===== src/design/assert_macros.svh =====
// Assertion helpers used by clr_datapath.
`ifndef ASSERT_MACROS_SVH
`define ASSERT_MACROS_SVH

`ifndef SYNTH

`define ASSERT_IMPLY(lbl, clk, rstn, ante, cons, msg) \
    lbl: assert property (@(posedge clk) disable iff (!rstn) (ante) |-> (cons)) \
        else $error(msg);

`define ASSERT_NEXT(lbl, clk, rstn, ante, cons, msg) \
    lbl: assert property (@(posedge clk) disable iff (!rstn) (ante) |=> (cons)) \
        else $error(msg);

`else

`define ASSERT_IMPLY(lbl, clk, rstn, ante, cons, msg)

`define ASSERT_NEXT(lbl, clk, rstn, ante, cons, msg)

`endif

`endif


===== src/design/clr_pkg.sv =====
package clr_pkg;

    localparam int COORD_BITS_DEF = 16;
    localparam int DIM_BITS_DEF   = 12;

    localparam int CFG_W     = 13;
    localparam int CFG_IDX_W = 1;
    localparam logic [CFG_IDX_W-1:0] CFG_FRAME_WIDTH  = 1'd0;
    localparam logic [CFG_IDX_W-1:0] CFG_FRAME_HEIGHT = 1'd1;
    localparam logic [CFG_W-1:0] FRAME_WIDTH_RST  = 13'd640;
    localparam logic [CFG_W-1:0] FRAME_HEIGHT_RST = 13'd480;

    localparam int COLOR_W = 32;
    localparam int PIX_W   = 12;
    localparam int KIND_W  = 2;

    localparam logic CMD_LOAD = 1'b0;
    localparam logic CMD_STEP = 1'b1;

    localparam logic [KIND_W-1:0] KIND_ACCEPT = 2'd0;
    localparam logic [KIND_W-1:0] KIND_REJECT = 2'd1;
    localparam logic [KIND_W-1:0] KIND_PIXEL  = 2'd2;
    localparam logic [KIND_W-1:0] KIND_NONE   = 2'd3;

    // bit positions inside an outcode
    localparam int CODE_W_BIT = 0;
    localparam int CODE_E_BIT = 1;
    localparam int CODE_N_BIT = 2;
    localparam int CODE_S_BIT = 3;

    typedef struct packed {
        logic load;
        logic code;
        logic step;
        logic mul;
        logic div;
        logic apply;
        logic setup;
        logic reject;
        logic pt;
        logic horz;
    } clr_cmd_t;

    typedef struct packed {
        logic share;
        logic pt_clear;
        logic pt_vert;
        logic pt_horz;
        logic x_out;
        logic pt_in;
        logic div_done;
        logic out_busy;
    } clr_stat_t;

endpackage


===== src/design/clr_in_if.sv =====
interface clr_in_if #(
    parameter int COORD_BITS = clr_pkg::COORD_BITS_DEF
);
    logic                               valid;
    logic                               ready;
    logic                               cmd;
    logic signed [COORD_BITS-1:0]       start_x;
    logic signed [COORD_BITS-1:0]       start_y;
    logic signed [COORD_BITS-1:0]       end_x;
    logic signed [COORD_BITS-1:0]       end_y;
    logic [clr_pkg::COLOR_W-1:0]        line_color;

    modport source (output valid, cmd, start_x, start_y, end_x, end_y, line_color,
                    input ready);
    modport sink (input valid, cmd, start_x, start_y, end_x, end_y, line_color,
                  output ready);
endinterface


===== src/design/clr_out_if.sv =====
interface clr_out_if;
    logic                           valid;
    logic                           ready;
    logic [clr_pkg::KIND_W-1:0]     kind;
    logic [clr_pkg::PIX_W-1:0]      pixel_x;
    logic [clr_pkg::PIX_W-1:0]      pixel_y;
    logic [clr_pkg::COLOR_W-1:0]    pixel_color;
    logic                           last;

    modport source (output valid, kind, pixel_x, pixel_y, pixel_color, last,
                    input ready);
    modport sink (input valid, kind, pixel_x, pixel_y, pixel_color, last,
                  output ready);
endinterface


===== src/design/clr_ctrl.sv =====
module clr_ctrl (
    input  logic                clk,
    input  logic                rst_n,
    input  logic                in_valid,
    input  logic                in_cmd,
    output logic                in_ready,
    input  clr_pkg::clr_stat_t  stat,
    output clr_pkg::clr_cmd_t   cmd
);

    localparam logic [3:0] S_IDLE  = 4'd0;
    localparam logic [3:0] S_CODE  = 4'd1;
    localparam logic [3:0] S_SEL   = 4'd2;
    localparam logic [3:0] S_MUL   = 4'd3;
    localparam logic [3:0] S_DIV   = 4'd4;
    localparam logic [3:0] S_APPLY = 4'd5;
    localparam logic [3:0] S_CHK   = 4'd6;
    localparam logic [3:0] S_SETUP = 4'd7;

    logic [3:0] state_reg, state_next;
    logic       pt_reg, pt_next;
    logic       horz_reg, horz_next;

    always_comb
    begin
        state_next = state_reg;
        pt_next    = pt_reg;
        horz_next  = horz_reg;
        cmd        = '0;
        cmd.pt     = pt_reg;
        cmd.horz   = horz_reg;
        in_ready   = (state_reg == S_IDLE) && !stat.out_busy;
        unique case (state_reg)
            S_IDLE:
            begin
                if (in_valid && in_ready)
                begin
                    if (in_cmd == clr_pkg::CMD_STEP)
                    begin
                        cmd.step = 1'b1;
                    end
                    else
                    begin
                        cmd.load   = 1'b1;
                        pt_next    = 1'b0;
                        state_next = S_CODE;
                    end
                end
            end
            S_CODE:
            begin
                cmd.code   = 1'b1;
                state_next = S_SEL;
            end
            S_SEL:
            begin
                if (!pt_reg && stat.share)
                begin
                    cmd.reject = 1'b1;
                    state_next = S_IDLE;
                end
                else if (stat.pt_clear)
                begin
                    if (pt_reg)
                        state_next = S_SETUP;
                    else
                        pt_next = 1'b1;
                end
                else
                begin
                    // corner regions try the top or bottom edge first
                    horz_next  = !stat.pt_vert;
                    state_next = S_MUL;
                end
            end
            S_MUL:
            begin
                cmd.mul    = 1'b1;
                state_next = S_DIV;
            end
            S_DIV:
            begin
                if (stat.div_done)
                    state_next = S_APPLY;
                else
                    cmd.div = 1'b1;
            end
            S_APPLY:
            begin
                cmd.apply  = 1'b1;
                state_next = S_CHK;
            end
            S_CHK:
            begin
                if (!horz_reg && stat.pt_horz && stat.x_out)
                begin
                    horz_next  = 1'b1;
                    state_next = S_MUL;
                end
                else if (!stat.pt_in)
                begin
                    cmd.reject = 1'b1;
                    state_next = S_IDLE;
                end
                else if (!pt_reg)
                begin
                    pt_next    = 1'b1;
                    state_next = S_SEL;
                end
                else
                begin
                    state_next = S_SETUP;
                end
            end
            S_SETUP:
            begin
                cmd.setup  = 1'b1;
                state_next = S_IDLE;
            end
            default:
            begin
                state_next = S_IDLE;
            end
        endcase
    end

    always_ff @(posedge clk or negedge rst_n)
    begin
        if (!rst_n)
        begin
            state_reg <= S_IDLE;
            pt_reg    <= 1'b0;
            horz_reg  <= 1'b0;
        end
        else
        begin
            state_reg <= state_next;
            pt_reg    <= pt_next;
            horz_reg  <= horz_next;
        end
    end

endmodule


===== src/design/clr_datapath.sv =====
`include "assert_macros.svh"

module clr_datapath #(
    parameter int COORD_BITS = clr_pkg::COORD_BITS_DEF,
    parameter int DIM_BITS   = clr_pkg::DIM_BITS_DEF
) (
    input  logic                            clk,
    input  logic                            rst_n,
    input  clr_pkg::clr_cmd_t               cmd,
    output clr_pkg::clr_stat_t              stat,
    input  logic signed [COORD_BITS-1:0]    start_x,
    input  logic signed [COORD_BITS-1:0]    start_y,
    input  logic signed [COORD_BITS-1:0]    end_x,
    input  logic signed [COORD_BITS-1:0]    end_y,
    input  logic [clr_pkg::COLOR_W-1:0]     line_color,
    input  logic [clr_pkg::CFG_W-1:0]       frame_width,
    input  logic [clr_pkg::CFG_W-1:0]       frame_height,
    clr_out_if.source                       out_ch
);

    localparam int EW   = (COORD_BITS > DIM_BITS) ? COORD_BITS + 2 : DIM_BITS + 2;
    localparam int DDW  = COORD_BITS + 1;
    localparam int NW   = EW + 1;
    localparam int PWID = NW + DDW;
    localparam int CNTW = $clog2(PWID + 1);
    localparam int DW   = DIM_BITS;
    localparam int EEW  = DIM_BITS + 3;

    function automatic logic [3:0] outcode(input logic signed [EW-1:0] x,
                                           input logic signed [EW-1:0] y,
                                           input logic signed [EW-1:0] w,
                                           input logic signed [EW-1:0] h);
        logic [3:0] c;
        c = '0;
        if (x < 0)
            c[clr_pkg::CODE_W_BIT] = 1'b1;
        else if (x >= w)
            c[clr_pkg::CODE_E_BIT] = 1'b1;
        if (y < 0)
            c[clr_pkg::CODE_N_BIT] = 1'b1;
        else if (y >= h)
            c[clr_pkg::CODE_S_BIT] = 1'b1;
        return c;
    endfunction

    // clipping registers
    logic signed [EW-1:0]   x0_reg, y0_reg, x1_reg, y1_reg;
    logic signed [DDW-1:0]  ddx_reg, ddy_reg;
    logic [clr_pkg::COLOR_W-1:0] ld_color_reg;
    logic [3:0]             c0_reg, c1_reg;
    logic [PWID-1:0]        mag_reg;
    logic [DDW-1:0]         den_reg;
    logic [DDW-1:0]         rem_reg;
    logic                   neg_reg, zden_reg;
    logic signed [EW-1:0]   edge_reg;
    logic [CNTW-1:0]        cnt_reg;

    // line walk registers
    logic                   active_reg;
    logic [DW-1:0]          cur_x_reg, cur_y_reg;
    logic signed [EEW-1:0]  err_reg;
    logic [DW-1:0]          major_reg, minor_reg, steps_reg;
    logic                   sxn_reg, syn_reg, xmaj_reg;
    logic [clr_pkg::COLOR_W-1:0] color_reg;

    // output register
    logic                   ov_reg;
    logic [clr_pkg::KIND_W-1:0]  kind_reg;
    logic [clr_pkg::PIX_W-1:0]   px_reg, py_reg;
    logic [clr_pkg::COLOR_W-1:0] pcol_reg;
    logic                   last_reg;

    logic [EW-1:0]          lim, wext, hext;
    logic signed [EW-1:0]   w_dim, h_dim;
    logic signed [EW-1:0]   p_x, p_y, r_x, r_y;
    logic [3:0]             p_code;
    logic signed [EW-1:0]   edge_v;
    logic signed [NW-1:0]   num;
    logic signed [DDW-1:0]  fac, den;
    logic signed [PWID-1:0] prod;
    logic [DDW:0]           trial;
    logic                   ge;
    logic [EW-1:0]          qm;
    logic signed [EW-1:0]   q, sum;
    logic signed [EW-1:0]   dx, dy, adx_f, ady_f;
    logic [DW-1:0]          adx, ady, maj_n, min_n;
    logic                   xmaj_n;
    logic signed [EEW-1:0]  err_mid, err_new;
    logic                   out_wr;

    assign lim   = EW'(1) << DW;
    assign wext  = EW'(frame_width);
    assign hext  = EW'(frame_height);
    assign w_dim = $signed((wext > lim) ? lim : wext);
    assign h_dim = $signed((hext > lim) ? lim : hext);

    assign p_x    = cmd.pt ? x1_reg : x0_reg;
    assign p_y    = cmd.pt ? y1_reg : y0_reg;
    assign r_x    = cmd.pt ? x0_reg : x1_reg;
    assign r_y    = cmd.pt ? y0_reg : y1_reg;
    assign p_code = cmd.pt ? c1_reg : c0_reg;

    always_comb
    begin
        if (cmd.horz)
        begin
            edge_v = p_code[clr_pkg::CODE_W_BIT] ? '0 : w_dim - EW'(1);
            num    = NW'(edge_v) - NW'(r_x);
            fac    = ddy_reg;
            den    = ddx_reg;
        end
        else
        begin
            edge_v = p_code[clr_pkg::CODE_N_BIT] ? '0 : h_dim - EW'(1);
            num    = NW'(edge_v) - NW'(r_y);
            fac    = ddx_reg;
            den    = ddy_reg;
        end
    end

    assign prod  = num * fac;
    assign trial = {rem_reg, mag_reg[PWID-1]};
    assign ge    = trial >= {1'b0, den_reg};

    // quotient is bounded by the coordinate delta, so its low bits carry it
    assign qm  = mag_reg[EW-1:0];
    assign q   = zden_reg ? '0 : (neg_reg ? -$signed(qm) : $signed(qm));
    assign sum = (cmd.horz ? r_y : r_x) + q;

    assign dx    = x1_reg - x0_reg;
    assign dy    = y1_reg - y0_reg;
    assign adx_f = dx[EW-1] ? -dx : dx;
    assign ady_f = dy[EW-1] ? -dy : dy;
    assign adx   = adx_f[DW-1:0];
    assign ady   = ady_f[DW-1:0];
    assign xmaj_n = adx >= ady;
    assign maj_n  = xmaj_n ? adx : ady;
    assign min_n  = xmaj_n ? ady : adx;

    assign err_mid = (err_reg > 0) ? err_reg - $signed({2'b00, major_reg, 1'b0}) : err_reg;
    assign err_new = err_mid + $signed({2'b00, minor_reg, 1'b0});

    assign out_wr = cmd.step || cmd.setup || cmd.reject;

    assign stat.share    = (c0_reg & c1_reg) != 4'd0;
    assign stat.pt_clear = p_code == 4'd0;
    assign stat.pt_vert  = p_code[clr_pkg::CODE_N_BIT] || p_code[clr_pkg::CODE_S_BIT];
    assign stat.pt_horz  = p_code[clr_pkg::CODE_W_BIT] || p_code[clr_pkg::CODE_E_BIT];
    assign stat.x_out    = (p_x < 0) || (p_x >= w_dim);
    assign stat.pt_in    = outcode(p_x, p_y, w_dim, h_dim) == 4'd0;
    assign stat.div_done = cnt_reg == '0;
    assign stat.out_busy = ov_reg && !out_ch.ready;

    // clipping datapath
    always_ff @(posedge clk)
    begin
        if (cmd.load)
        begin
            x0_reg       <= EW'(start_x);
            y0_reg       <= EW'(start_y);
            x1_reg       <= EW'(end_x);
            y1_reg       <= EW'(end_y);
            ddx_reg      <= DDW'(end_x) - DDW'(start_x);
            ddy_reg      <= DDW'(end_y) - DDW'(start_y);
            ld_color_reg <= line_color;
        end
        if (cmd.code)
        begin
            c0_reg <= outcode(x0_reg, y0_reg, w_dim, h_dim);
            c1_reg <= outcode(x1_reg, y1_reg, w_dim, h_dim);
        end
        if (cmd.mul)
        begin
            mag_reg  <= prod[PWID-1] ? PWID'(-prod) : PWID'(prod);
            den_reg  <= den[DDW-1] ? DDW'(-den) : DDW'(den);
            neg_reg  <= prod[PWID-1] ^ den[DDW-1];
            zden_reg <= den == '0;
            edge_reg <= edge_v;
            rem_reg  <= '0;
        end
        else if (cmd.div)
        begin
            rem_reg <= ge ? DDW'(trial - {1'b0, den_reg}) : trial[DDW-1:0];
            mag_reg <= {mag_reg[PWID-2:0], ge};
        end
        if (cmd.apply)
        begin
            if (cmd.horz)
            begin
                if (cmd.pt)
                begin
                    x1_reg <= edge_reg;
                    y1_reg <= sum;
                end
                else
                begin
                    x0_reg <= edge_reg;
                    y0_reg <= sum;
                end
            end
            else
            begin
                if (cmd.pt)
                begin
                    x1_reg <= sum;
                    y1_reg <= edge_reg;
                end
                else
                begin
                    x0_reg <= sum;
                    y0_reg <= edge_reg;
                end
            end
        end
    end

    always_ff @(posedge clk or negedge rst_n)
    begin
        if (!rst_n)
            cnt_reg <= '0;
        else if (cmd.mul)
            cnt_reg <= CNTW'(PWID);
        else if (cmd.div)
            cnt_reg <= cnt_reg - 1'b1;
    end

    // line walk state
    always_ff @(posedge clk or negedge rst_n)
    begin
        if (!rst_n)
        begin
            active_reg <= 1'b0;
            cur_x_reg  <= '0;
            cur_y_reg  <= '0;
            err_reg    <= '0;
            major_reg  <= '0;
            minor_reg  <= '0;
            steps_reg  <= '0;
            sxn_reg    <= 1'b0;
            syn_reg    <= 1'b0;
            xmaj_reg   <= 1'b0;
            color_reg  <= '0;
        end
        else if (cmd.load || cmd.reject)
        begin
            active_reg <= 1'b0;
        end
        else if (cmd.setup)
        begin
            sxn_reg    <= !((dx > 0));
            syn_reg    <= !((dy > 0));
            xmaj_reg   <= xmaj_n;
            major_reg  <= maj_n;
            minor_reg  <= min_n;
            steps_reg  <= maj_n;
            err_reg    <= $signed({2'b00, min_n, 1'b0}) - $signed({3'b000, maj_n});
            cur_x_reg  <= x0_reg[DW-1:0];
            cur_y_reg  <= y0_reg[DW-1:0];
            color_reg  <= ld_color_reg;
            active_reg <= maj_n != '0;
        end
        else if (cmd.step && active_reg)
        begin
            steps_reg <= steps_reg - 1'b1;
            if (steps_reg == DW'(1))
            begin
                active_reg <= 1'b0;
            end
            else
            begin
                err_reg <= err_new;
                if (xmaj_reg || err_reg > 0)
                    cur_x_reg <= sxn_reg ? cur_x_reg - 1'b1 : cur_x_reg + 1'b1;
                if (!xmaj_reg || err_reg > 0)
                    cur_y_reg <= syn_reg ? cur_y_reg - 1'b1 : cur_y_reg + 1'b1;
            end
        end
    end

    // result register
    always_ff @(posedge clk or negedge rst_n)
    begin
        if (!rst_n)
            ov_reg <= 1'b0;
        else if (out_wr)
            ov_reg <= 1'b1;
        else if (out_ch.ready)
            ov_reg <= 1'b0;
    end

    always_ff @(posedge clk)
    begin
        if (out_wr)
        begin
            px_reg   <= '0;
            py_reg   <= '0;
            pcol_reg <= '0;
            last_reg <= 1'b0;
            if (cmd.reject)
                kind_reg <= clr_pkg::KIND_REJECT;
            else if (cmd.setup)
                kind_reg <= clr_pkg::KIND_ACCEPT;
            else if (!active_reg)
                kind_reg <= clr_pkg::KIND_NONE;
            else
            begin
                kind_reg <= clr_pkg::KIND_PIXEL;
                px_reg   <= clr_pkg::PIX_W'(cur_x_reg);
                py_reg   <= clr_pkg::PIX_W'(cur_y_reg);
                pcol_reg <= color_reg;
                last_reg <= steps_reg == DW'(1);
            end
        end
    end

    assign out_ch.valid       = ov_reg;
    assign out_ch.kind        = kind_reg;
    assign out_ch.pixel_x     = px_reg;
    assign out_ch.pixel_y     = py_reg;
    assign out_ch.pixel_color = pcol_reg;
    assign out_ch.last        = last_reg;

    `ASSERT_IMPLY(a_no_overwrite, clk, rst_n, out_wr, !stat.out_busy, "result overwritten")
    `ASSERT_IMPLY(a_active_steps, clk, rst_n, active_reg, steps_reg != '0, "active line with no steps")
    `ASSERT_IMPLY(a_major_ge_minor, clk, rst_n, active_reg, major_reg >= minor_reg, "bad deltas")
    `ASSERT_NEXT(a_last_clears, clk, rst_n, cmd.step && active_reg && steps_reg == DW'(1), !active_reg, "line left active after last")

endmodule


===== src/design/clipped_line_rasterizer_core.sv =====
// Clipped line rasterizer. A load transfer (cmd 0) clips the two signed endpoints
// against the frame_width by frame_height frame and answers accepted or rejected;
// each step transfer (cmd 1) answers the next pixel of the line, the second
// endpoint excluded and the final pixel marked by last, or "no line active".
// A load codes both endpoints and then, for every edge an endpoint is moved to
// (at most two per endpoint), multiplies and runs the shared bit-serial restoring
// divider over a P-bit product, P = max(COORD_BITS, DIM_BITS) + COORD_BITS + 4
// (36 at the default widths). Results sit in an output register; a new transfer is
// taken once the previous result has left or is leaving. The user must write frame
// registers via cfg_we/cfg_index/cfg_data while the block is idle (not enforced).
module clipped_line_rasterizer_core #(
    parameter int COORD_BITS = clr_pkg::COORD_BITS_DEF,
    parameter int DIM_BITS   = clr_pkg::DIM_BITS_DEF
) (
    input  logic                            clk,
    input  logic                            rst_n,
    clr_in_if.sink                          in_ch,
    clr_out_if.source                       out_ch,
    input  logic                            cfg_we,
    input  logic [clr_pkg::CFG_IDX_W-1:0]   cfg_index,
    input  logic [clr_pkg::CFG_W-1:0]       cfg_data
);

    logic [clr_pkg::CFG_W-1:0] width_reg, height_reg;
    clr_pkg::clr_cmd_t  cmd;
    clr_pkg::clr_stat_t stat;

    always_ff @(posedge clk or negedge rst_n)
    begin
        if (!rst_n)
        begin
            width_reg  <= clr_pkg::FRAME_WIDTH_RST;
            height_reg <= clr_pkg::FRAME_HEIGHT_RST;
        end
        else if (cfg_we)
        begin
            unique case (cfg_index)
                clr_pkg::CFG_FRAME_WIDTH:  width_reg  <= cfg_data;
                clr_pkg::CFG_FRAME_HEIGHT: height_reg <= cfg_data;
                default: ;
            endcase
        end
    end

    clr_ctrl u_ctrl (
        .clk      (clk),
        .rst_n    (rst_n),
        .in_valid (in_ch.valid),
        .in_cmd   (in_ch.cmd),
        .in_ready (in_ch.ready),
        .stat     (stat),
        .cmd      (cmd)
    );

    clr_datapath #(
        .COORD_BITS (COORD_BITS),
        .DIM_BITS   (DIM_BITS)
    ) u_datapath (
        .clk          (clk),
        .rst_n        (rst_n),
        .cmd          (cmd),
        .stat         (stat),
        .start_x      (in_ch.start_x),
        .start_y      (in_ch.start_y),
        .end_x        (in_ch.end_x),
        .end_y        (in_ch.end_y),
        .line_color   (in_ch.line_color),
        .frame_width  (width_reg),
        .frame_height (height_reg),
        .out_ch       (out_ch)
    );

endmodule

===== src/flat_wrapper.sv =====
// flat-port wrapper written by rule: the top's interface ports become plain ports
module clipped_line_rasterizer_core_flat 
#(
    parameter int COORD_BITS = clr_pkg::COORD_BITS_DEF,
    parameter int DIM_BITS   = clr_pkg::DIM_BITS_DEF
)
  (clk, rst_n, cfg_we, cfg_index, cfg_data, in_ch_valid, in_ch_cmd, in_ch_start_x, in_ch_start_y, in_ch_end_x, in_ch_end_y, in_ch_line_color, in_ch_ready, out_ch_valid, out_ch_kind, out_ch_pixel_x, out_ch_pixel_y, out_ch_pixel_color, out_ch_last, out_ch_ready);
  clr_in_if #(.COORD_BITS(COORD_BITS)) in_ch_i ();
  clr_out_if out_ch_i ();
  input  logic clk;
  input  logic rst_n;
  input  logic cfg_we;
  input  logic [clr_pkg::CFG_IDX_W-1:0] cfg_index;
  input  logic [clr_pkg::CFG_W-1:0] cfg_data;
  input wire logic [$bits(in_ch_i.valid)-1:0] in_ch_valid;
  input wire logic [$bits(in_ch_i.cmd)-1:0] in_ch_cmd;
  input wire logic [$bits(in_ch_i.start_x)-1:0] in_ch_start_x;
  input wire logic [$bits(in_ch_i.start_y)-1:0] in_ch_start_y;
  input wire logic [$bits(in_ch_i.end_x)-1:0] in_ch_end_x;
  input wire logic [$bits(in_ch_i.end_y)-1:0] in_ch_end_y;
  input wire logic [$bits(in_ch_i.line_color)-1:0] in_ch_line_color;
  output wire logic [$bits(in_ch_i.ready)-1:0] in_ch_ready;
  output wire logic [$bits(out_ch_i.valid)-1:0] out_ch_valid;
  output wire logic [$bits(out_ch_i.kind)-1:0] out_ch_kind;
  output wire logic [$bits(out_ch_i.pixel_x)-1:0] out_ch_pixel_x;
  output wire logic [$bits(out_ch_i.pixel_y)-1:0] out_ch_pixel_y;
  output wire logic [$bits(out_ch_i.pixel_color)-1:0] out_ch_pixel_color;
  output wire logic [$bits(out_ch_i.last)-1:0] out_ch_last;
  input wire logic [$bits(out_ch_i.ready)-1:0] out_ch_ready;
  assign in_ch_i.valid = in_ch_valid;
  assign in_ch_i.cmd = in_ch_cmd;
  assign in_ch_i.start_x = in_ch_start_x;
  assign in_ch_i.start_y = in_ch_start_y;
  assign in_ch_i.end_x = in_ch_end_x;
  assign in_ch_i.end_y = in_ch_end_y;
  assign in_ch_i.line_color = in_ch_line_color;
  assign in_ch_ready = in_ch_i.ready;
  assign out_ch_valid = out_ch_i.valid;
  assign out_ch_kind = out_ch_i.kind;
  assign out_ch_pixel_x = out_ch_i.pixel_x;
  assign out_ch_pixel_y = out_ch_i.pixel_y;
  assign out_ch_pixel_color = out_ch_i.pixel_color;
  assign out_ch_last = out_ch_i.last;
  assign out_ch_i.ready = out_ch_ready;
  clipped_line_rasterizer_core #(.COORD_BITS(COORD_BITS), .DIM_BITS(DIM_BITS)) u_core (.clk(clk), .rst_n(rst_n), .in_ch(in_ch_i), .out_ch(out_ch_i), .cfg_we(cfg_we), .cfg_index(cfg_index), .cfg_data(cfg_data));
endmodule

===== config.mk =====
export PLATFORM = sky130hd
export DESIGN_NAME = clipped_line_rasterizer_core_flat
export DESIGN_NICKNAME = d
export VERILOG_FILES = /design/src/design/clr_pkg.sv /design/src/design/clr_in_if.sv /design/src/design/clr_out_if.sv /design/src/design/clr_ctrl.sv /design/src/design/clr_datapath.sv /design/src/design/clipped_line_rasterizer_core.sv /design/src/flat_wrapper.sv
export VERILOG_INCLUDE_DIRS = /design/src /design/src/design
export SDC_FILE = /design/constraint.sdc
export NUM_CORES = 2
export LEC_CHECK = 0
export BUFFER_PORTS_ARGS = -buffer_cell sky130_fd_sc_hd__buf_2
export CORE_ASPECT_RATIO = 0.7
export CORE_MARGIN = 3
export CORE_UTILIZATION = 50
export DETAILED_ROUTE_END_ITERATION = 16
export PLACE_DENSITY = 0.69
export SLEW_MARGIN = 25
export SYNTH_ARGS = -nofsm -noshare
export SYNTH_HDL_FRONTEND = slang
export SYNTH_SLANG_ARGS = --single-unit

===== constraint.sdc =====
create_clock -name clk -period 11.4 [get_ports clk]
set_input_delay 1.71 -clock clk [delete_from_list [all_inputs] [get_ports clk]]
set_output_delay 1.71 -clock clk [all_outputs]
set_load 0.02 [all_outputs]

After elaboration in Yosys (flattened, before gate mapping)
Index checks and enable logic that the tools add are counted.
{"block": "word_totals", "out_inout_bits": 61, "word_cells": 286, "inputBits": 116, "regBits": 445}
{"block": "classes", "bitwise": 5, "mux": 122, "magnitude_cmp": 19, "n_reduce_logical": 52, "multipliers": 1, "addsub": 24, "eq_ne": 19}
{"operator": "$mux 18", "n": 30}
{"operator": "$mux 12", "n": 16}
{"operator": "$ge 18x14->1", "n": 6}
{"operator": "$lt 18x1->1 const B", "n": 6}
{"operator": "$mux 36", "n": 3}
{"operator": "$mux 15", "n": 4}
{"operator": "$mux 17", "n": 3}
{"operator": "$mux 1", "n": 46}
{"operator": "$sub 18x18->19", "n": 2}
{"operator": "$gt 18x1->1 const B", "n": 2}
{"operator": "$mul 19x17->36", "n": 1}
{"operator": "$neg 36->36", "n": 1}
{"operator": "$sub 12x1->12 const B", "n": 3}
{"operator": "$sub 18x18->18", "n": 2}
{"operator": "$sub 16x16->17", "n": 2}
{"operator": "$mux 4", "n": 7}
{"operator": "$pmux 4 s7", "n": 1}
{"operator": "$sub 13x1->14 const B", "n": 2}
{"operator": "$gt 13x13->1 const B", "n": 2}
{"operator": "$mux 13", "n": 2}
{"operator": "$add 12x1->12 const B", "n": 2}
{"operator": "$neg 12->12", "n": 2}
{"operator": "$mux 19", "n": 1}
{"operator": "$add 18x18->18", "n": 1}
{"operator": "41 further kinds", "n": 95}

Depth between registers and ports, before layout
{"block": "logic_depth", "word_depth": 12, "depth_mapped": 46, "ltp_nobuf": 43}

By module
A second synthesis with hierarchy kept.
{"block": "hier_totals", "hier_cells": 5191, "area_unflattened_um2": 45517.4}
{"module": "clr_datapath", "area_each_um2": 44027.2, "cells_per_inst": 5081, "seq_area_each_um2": 10800.4, "instances": 1}
{"module": "clipped_line_rasterizer_core", "area_each_um2": 1031.0, "cells_per_inst": 56, "seq_area_each_um2": 658.1, "instances": 1}
{"module": "clr_ctrl", "area_each_um2": 459.2, "cells_per_inst": 54, "seq_area_each_um2": 125.1, "instances": 1}

Least setup slack after synthesis
Ideal clock, no wire load.
{"block": "synth_path", "path_type": "reg2reg", "startpoint": "register u_core.u_ctrl.pt_reg", "endpoint": "register u_core.u_datapath.mag_reg[33], data pin", "setup_time_ns": 0.269, "n_path_buf": 8, "path_stages_with_launch": 43, "path_slack_ns": 0.223, "t_required_ns": 11.131, "synth_period_minus_slack_ns": 11.177, "arrival_ns": 10.908, "path_cell_list": "dfrtp_1 clkbuf_1 buf_1 clkbuf_1 buf_1 mux2i_1 ha_1 nor2b_1 o21ai_0 a21boi_1 o21ai_0 nand2b_1 a211o_1 a211o_1 nand2_1 o21ai_1 o41a_1 clkbuf_1 [... 7 more ...] fa_1 fa_1 inv_1 fa_1 inv_1 ha_1 clkbuf_1 a21o_1 a211oi_1 nand3_1 a31o_2 a221o_1 a21o_1 xor2_4 buf_2 a31oi_1 xnor2_1 o21ai_0"}
{"block": "synth_between", "elab_chain_len": 8, "elab_cells_between_ends": 12, "cone_classes": "add/sub (3); mul (1); mux (8)"}
{"item": "start: declaration", "line": "clr_ctrl.sv:21", "source": "logic pt_reg, pt_next;"}
{"item": "start signal: assignment", "line": "clr_ctrl.sv:138", "source": "pt_reg <= pt_next;"}
{"item": "$mux 4", "line": "clr_datapath.sv:101", "source": "assign p_code = cmd.pt ? c1_reg : c0_reg;"}
{"item": "$mux 18, on equally long branches", "line": "clr_datapath.sv:114, clr_datapath.sv:107"}
{"item": "$sub 18x18->19, on equally long branches", "line": "clr_datapath.sv:115, clr_datapath.sv:108"}
{"item": "$mux 19 *", "line": "clr_datapath.sv:105", "source": "if (cmd.horz)"}
{"item": "$mul 19x17->36 *", "line": "clr_datapath.sv:121", "source": "assign prod = num * fac;"}
{"item": "$neg 36->36", "line": "clr_datapath.sv:174", "source": "mag_reg <= prod[PWID-1] ? PWID'(-prod) : PWID'(prod);"}
{"item": "$mux 36 *", "line": "clr_datapath.sv:174"}
{"item": "$mux 36 *", "line": "clr_datapath.sv:172", "source": "if (cmd.mul)"}
{"item": "end signal: assignment", "line": "clr_datapath.sv:174"}
{"item": "end signal: assignment", "line": "clr_datapath.sv:184", "source": "mag_reg <= {mag_reg[PWID-2:0], ge};"}
{"item": "end: declaration", "line": "clr_datapath.sv:51", "source": "logic [PWID-1:0] mag_reg;"}
Mark *: on every way between the ends. The rest lies on a longest branch, timed or not.
A chain may end at the register's enable or synchronous reset.

Worst setup path in the final report
{"block": "layout_path", "startpoint": "register u_core.height_reg[12] (netlist bit)", "endpoint": "register u_core.u_datapath.mag_reg[9], data pin"}
{"block": "layout_between", "elab_chain_len": 10}
{"item": "start: declaration", "line": "clipped_line_rasterizer_core.sv:24", "source": "logic [clr_pkg::CFG_W-1:0] width_reg, height_reg;"}
{"item": "start signal: assignment", "line": "clipped_line_rasterizer_core.sv:33", "source": "height_reg <= clr_pkg::FRAME_HEIGHT_RST;"}
{"item": "start signal: assignment", "line": "clipped_line_rasterizer_core.sv:39", "source": "clr_pkg::CFG_FRAME_HEIGHT: height_reg <= cfg_data;"}
{"item": "$gt 13x13->1", "line": "clr_datapath.sv:95", "source": "assign h_dim = $signed((hext > lim) ? lim : hext);"}
{"item": "$mux 13 *", "line": "clr_datapath.sv:95"}
{"item": "$sub 13x1->14 *", "line": "clr_datapath.sv:114", "source": "edge_v = p_code[clr_pkg::CODE_N_BIT] ? '0 : h_dim - EW'(1);"}
{"item": "$mux 18 *", "line": "clr_datapath.sv:114"}
{"item": "$sub 18x18->19 *", "line": "clr_datapath.sv:115", "source": "num = NW'(edge_v) - NW'(r_y);"}
{"item": "$mux 19 *", "line": "clr_datapath.sv:105"}
{"item": "$mul 19x17->36 *", "line": "clr_datapath.sv:121"}
{"item": "$neg 36->36", "line": "clr_datapath.sv:174"}
{"item": "$mux 36 *", "line": "clr_datapath.sv:174"}
{"item": "$mux 36 *", "line": "clr_datapath.sv:172"}
Marks and branches as above.

==> results.toml <==
[grt]
grt_pass1_wl_um = 222700
grtUsageTotal_pct = 31.33
antenna_found_initial = 18
grt_max_degree = 80
overflow = 0
grt_pass1_vias = 35780

[placed_design]
dp_hpwl_um = 120000
portBuffers = 176
gp_congestion = 1.053

[die]
die_y_um = 256.0
die_area_mm2 = 0.09297
fp.dieW_um = 363.1
start_util_pct = 50.59
rows = 91
core_mm2 = 0.08824
io-pin-count = 177

[timing]
finalCritPeriodShare_pct = 97.05
slew_violations = 0
slew_headroom_pct = 24.29
hold_viol_final = 0
fin_tns_setup_ps = 0
worstMarginPinSlew_ps = 1114
fin_crit_ps = 11060
fmax_ghz = 0.09039
fin_skew_ps = 65.44
setup_viol = 0

[finish]
drive_above_1_share_pct = 11.22
synthToLayoutAreaGrowth_pct = 10.58
num-fill-cells = 7975
largest_reg_flops = 36
final_util_pct = 55.95
nets = 6075

[detailed_routing]
drc = 0
vias = 38190
via_per_inst = 5.919
drt_wl_total_um = 148200
postRouteAntennaNets = 0
dr.pass1.iters = 6
drt_iter0_markers = 4592
wire_per_inst_um = 22.96

[worst_setup_path]
path_max_fanout = 13
path_class = "reg -> reg"
cpMostUsedCell = "inv_1"
required_ps = 11860
cp_data_arrival_time_ps = 11520
reg2reg_depth = 39
crit_slowest_cell = "fa_2"
end_kind = "flip-flop"
startpoint_type = "flip-flop"
critPathMaxStageDelay_ps = 620

[cts]
clk_pin_slew_worst_paths_ps = 60
cts_buffers = 48
cts-htree-levels = 2
root_buffer = "clkbuf_16"
clk_latency_ps = 650
cts_sinks = 440
cts_tree = "yes"
cts.path.max_buffers = 3
cts_hold_buf = 0

[synth]
postSynthAreaPerCell_um2 = 8.774
synth_cells = 5088
syn-num-nets = 5920
yosysSeqAreaShare_pct = 25.95
synth.distinct_cells = 100
netlist_top_cells_area = "fa_1 (15%), edfxtp_1 (14%), ha_1 (11%)"
synth_edf_count = 202
syn_area_mm2 = 0.04464
synth_top_area_share_pct = 14.84
yosysWarnings = 0
yosys.area.top_type = "fa_1"
async_flop_share_pct = 33.86
synth_ff_type = "edfxtp_1"
ys_ff_latch = 440

[worst_hold_path]
holdPathStages = 2
worstHoldPathType = "reg -> reg"

[run]
cap_violations = 0

[status]
status = "finished, final reports clean"
[repair_timing]
item,CTS,global route
pin swaps,0,19
buffers inserted,0,9
setup endpoints to repair,10,36
cloned,0,1
resized for setup,3,81
[per-stage QoR]
stage / setup WS, ps / hold slack [ps] / std cells / instance area (um^2)
CTS: 21.27 / 440.2 / 6435 / 48890
detailed placement: -72.16 / 425.9 / 6345 / 47190
floorplan: 222.6 / 414.6 / 5088 / 44640
global route: -42.59 / 448.0 / 6445 / 49350
global placement: 194.2 / 417.2 / 6345 / 47180
finish: 336.8 / 439.8 / 6452 / 49370
[synthesized netlist by cell type (90+ instances only)]
library cell,count
fa_1,331
ha_1,385
xor2_1,110
nand2_1,629
clkbuf_1,155
a21oi_1,278
mux2i_1,136
inv_1,606
and3_1,106
nor2_1,462
edfxtp_1,202
o21ai_0,284
xnor2_1,187
a21o_1,90
dfrtp_1,143
[layer usage]
layer	routed length, um	part of all wire, %	global-route usage (%)
met4	2722	1.8	5.598
met2	54450	37	39.57
met3	20290	14	10.19
met5	30	0.020	0
met1	70670	48	50.94
[layout by cell type, fill, tap and decap left out, drive strengths merged, types with 136 or more instances in the layout]
master / n
nand2: 629
inv: 612
nor2: 462
xnor2: 187
mux2i: 136
ha: 385
a21oi: 281
fa: 331
edfxtp: 202
buf: 290
o21ai: 302
dfrtp: 143
[path summary, 6_finish.rpt]
| check | to | slack [ps] | from |
|---|---|---|---|
| setup reg to reg | u_core.u_datapath.mag_reg[9]$_DFFE_PP_ | 340 | u_core.height_reg[12]$_DFFE_PN0P_ |
| hold reg to reg | u_core.u_datapath.color_reg[18]$_DFFE_PN0P_ | 440 | u_core.u_datapath.ld_color_reg[18]$_DFFE_PP_ |
| hold / removal | u_core.u_datapath.color_reg[18]$_DFFE_PN0P_ | 440 | u_core.u_datapath.ld_color_reg[18]$_DFFE_PP_ |
| setup / recovery | u_core.u_datapath.mag_reg[9]$_DFFE_PP_ | 340 | u_core.height_reg[12]$_DFFE_PN0P_ |
| max in group asynchronous | u_core.u_datapath.err_reg[11]$_DFFE_PN0P_ | 8620 | rst_n |
| min in group asynchronous | u_core.u_datapath.cur_x_reg[9]$_DFFE_PN0P_ | 1020 | rst_n |
[layout make-up]
cell class | count | area (um^2) | area share (%)
flip-flops and latches | 440 | 11590 | 23.48
diodes | 7 | 17.52 | 0.03548
clock buffers | 63 | 1370 | 2.775
repair buffers | 291 | 1795 | 3.637
well taps | 1162 | 1454 | 2.945
inverters | 608 | 2287 | 4.633
clock inverters | 27 | 315.3 | 0.6387
multi-input cells | 3854 | 30540 | 61.86
[worst max-delay path: cells and delay by family, from the launching register on]
family	cells	cell delay [ps]
DFF	1	350
AOI/OAI and AO/OA	11	3280
and+or+nand+nor	9	1970
buffers and inverters	10	1260
adders and majority gates	8	3810
xor gates and xnor gates	1	190
[cells by family after synthesis]
group,count (synthesis),share of synthesized area [%]
and+or+nand+nor,1606,16.29
AOI/OAI and AO/OA,1017,14.42
buffers and inverters,794,6.709
adders and majority gates,716,25.63
DFF,440,25.95
xor gates and xnor gates,300,5.961
muxes,215,5.042
Power is not shown: default switching activity piles up to over one toggle a cycle in this logic, so the estimate is an artifact.
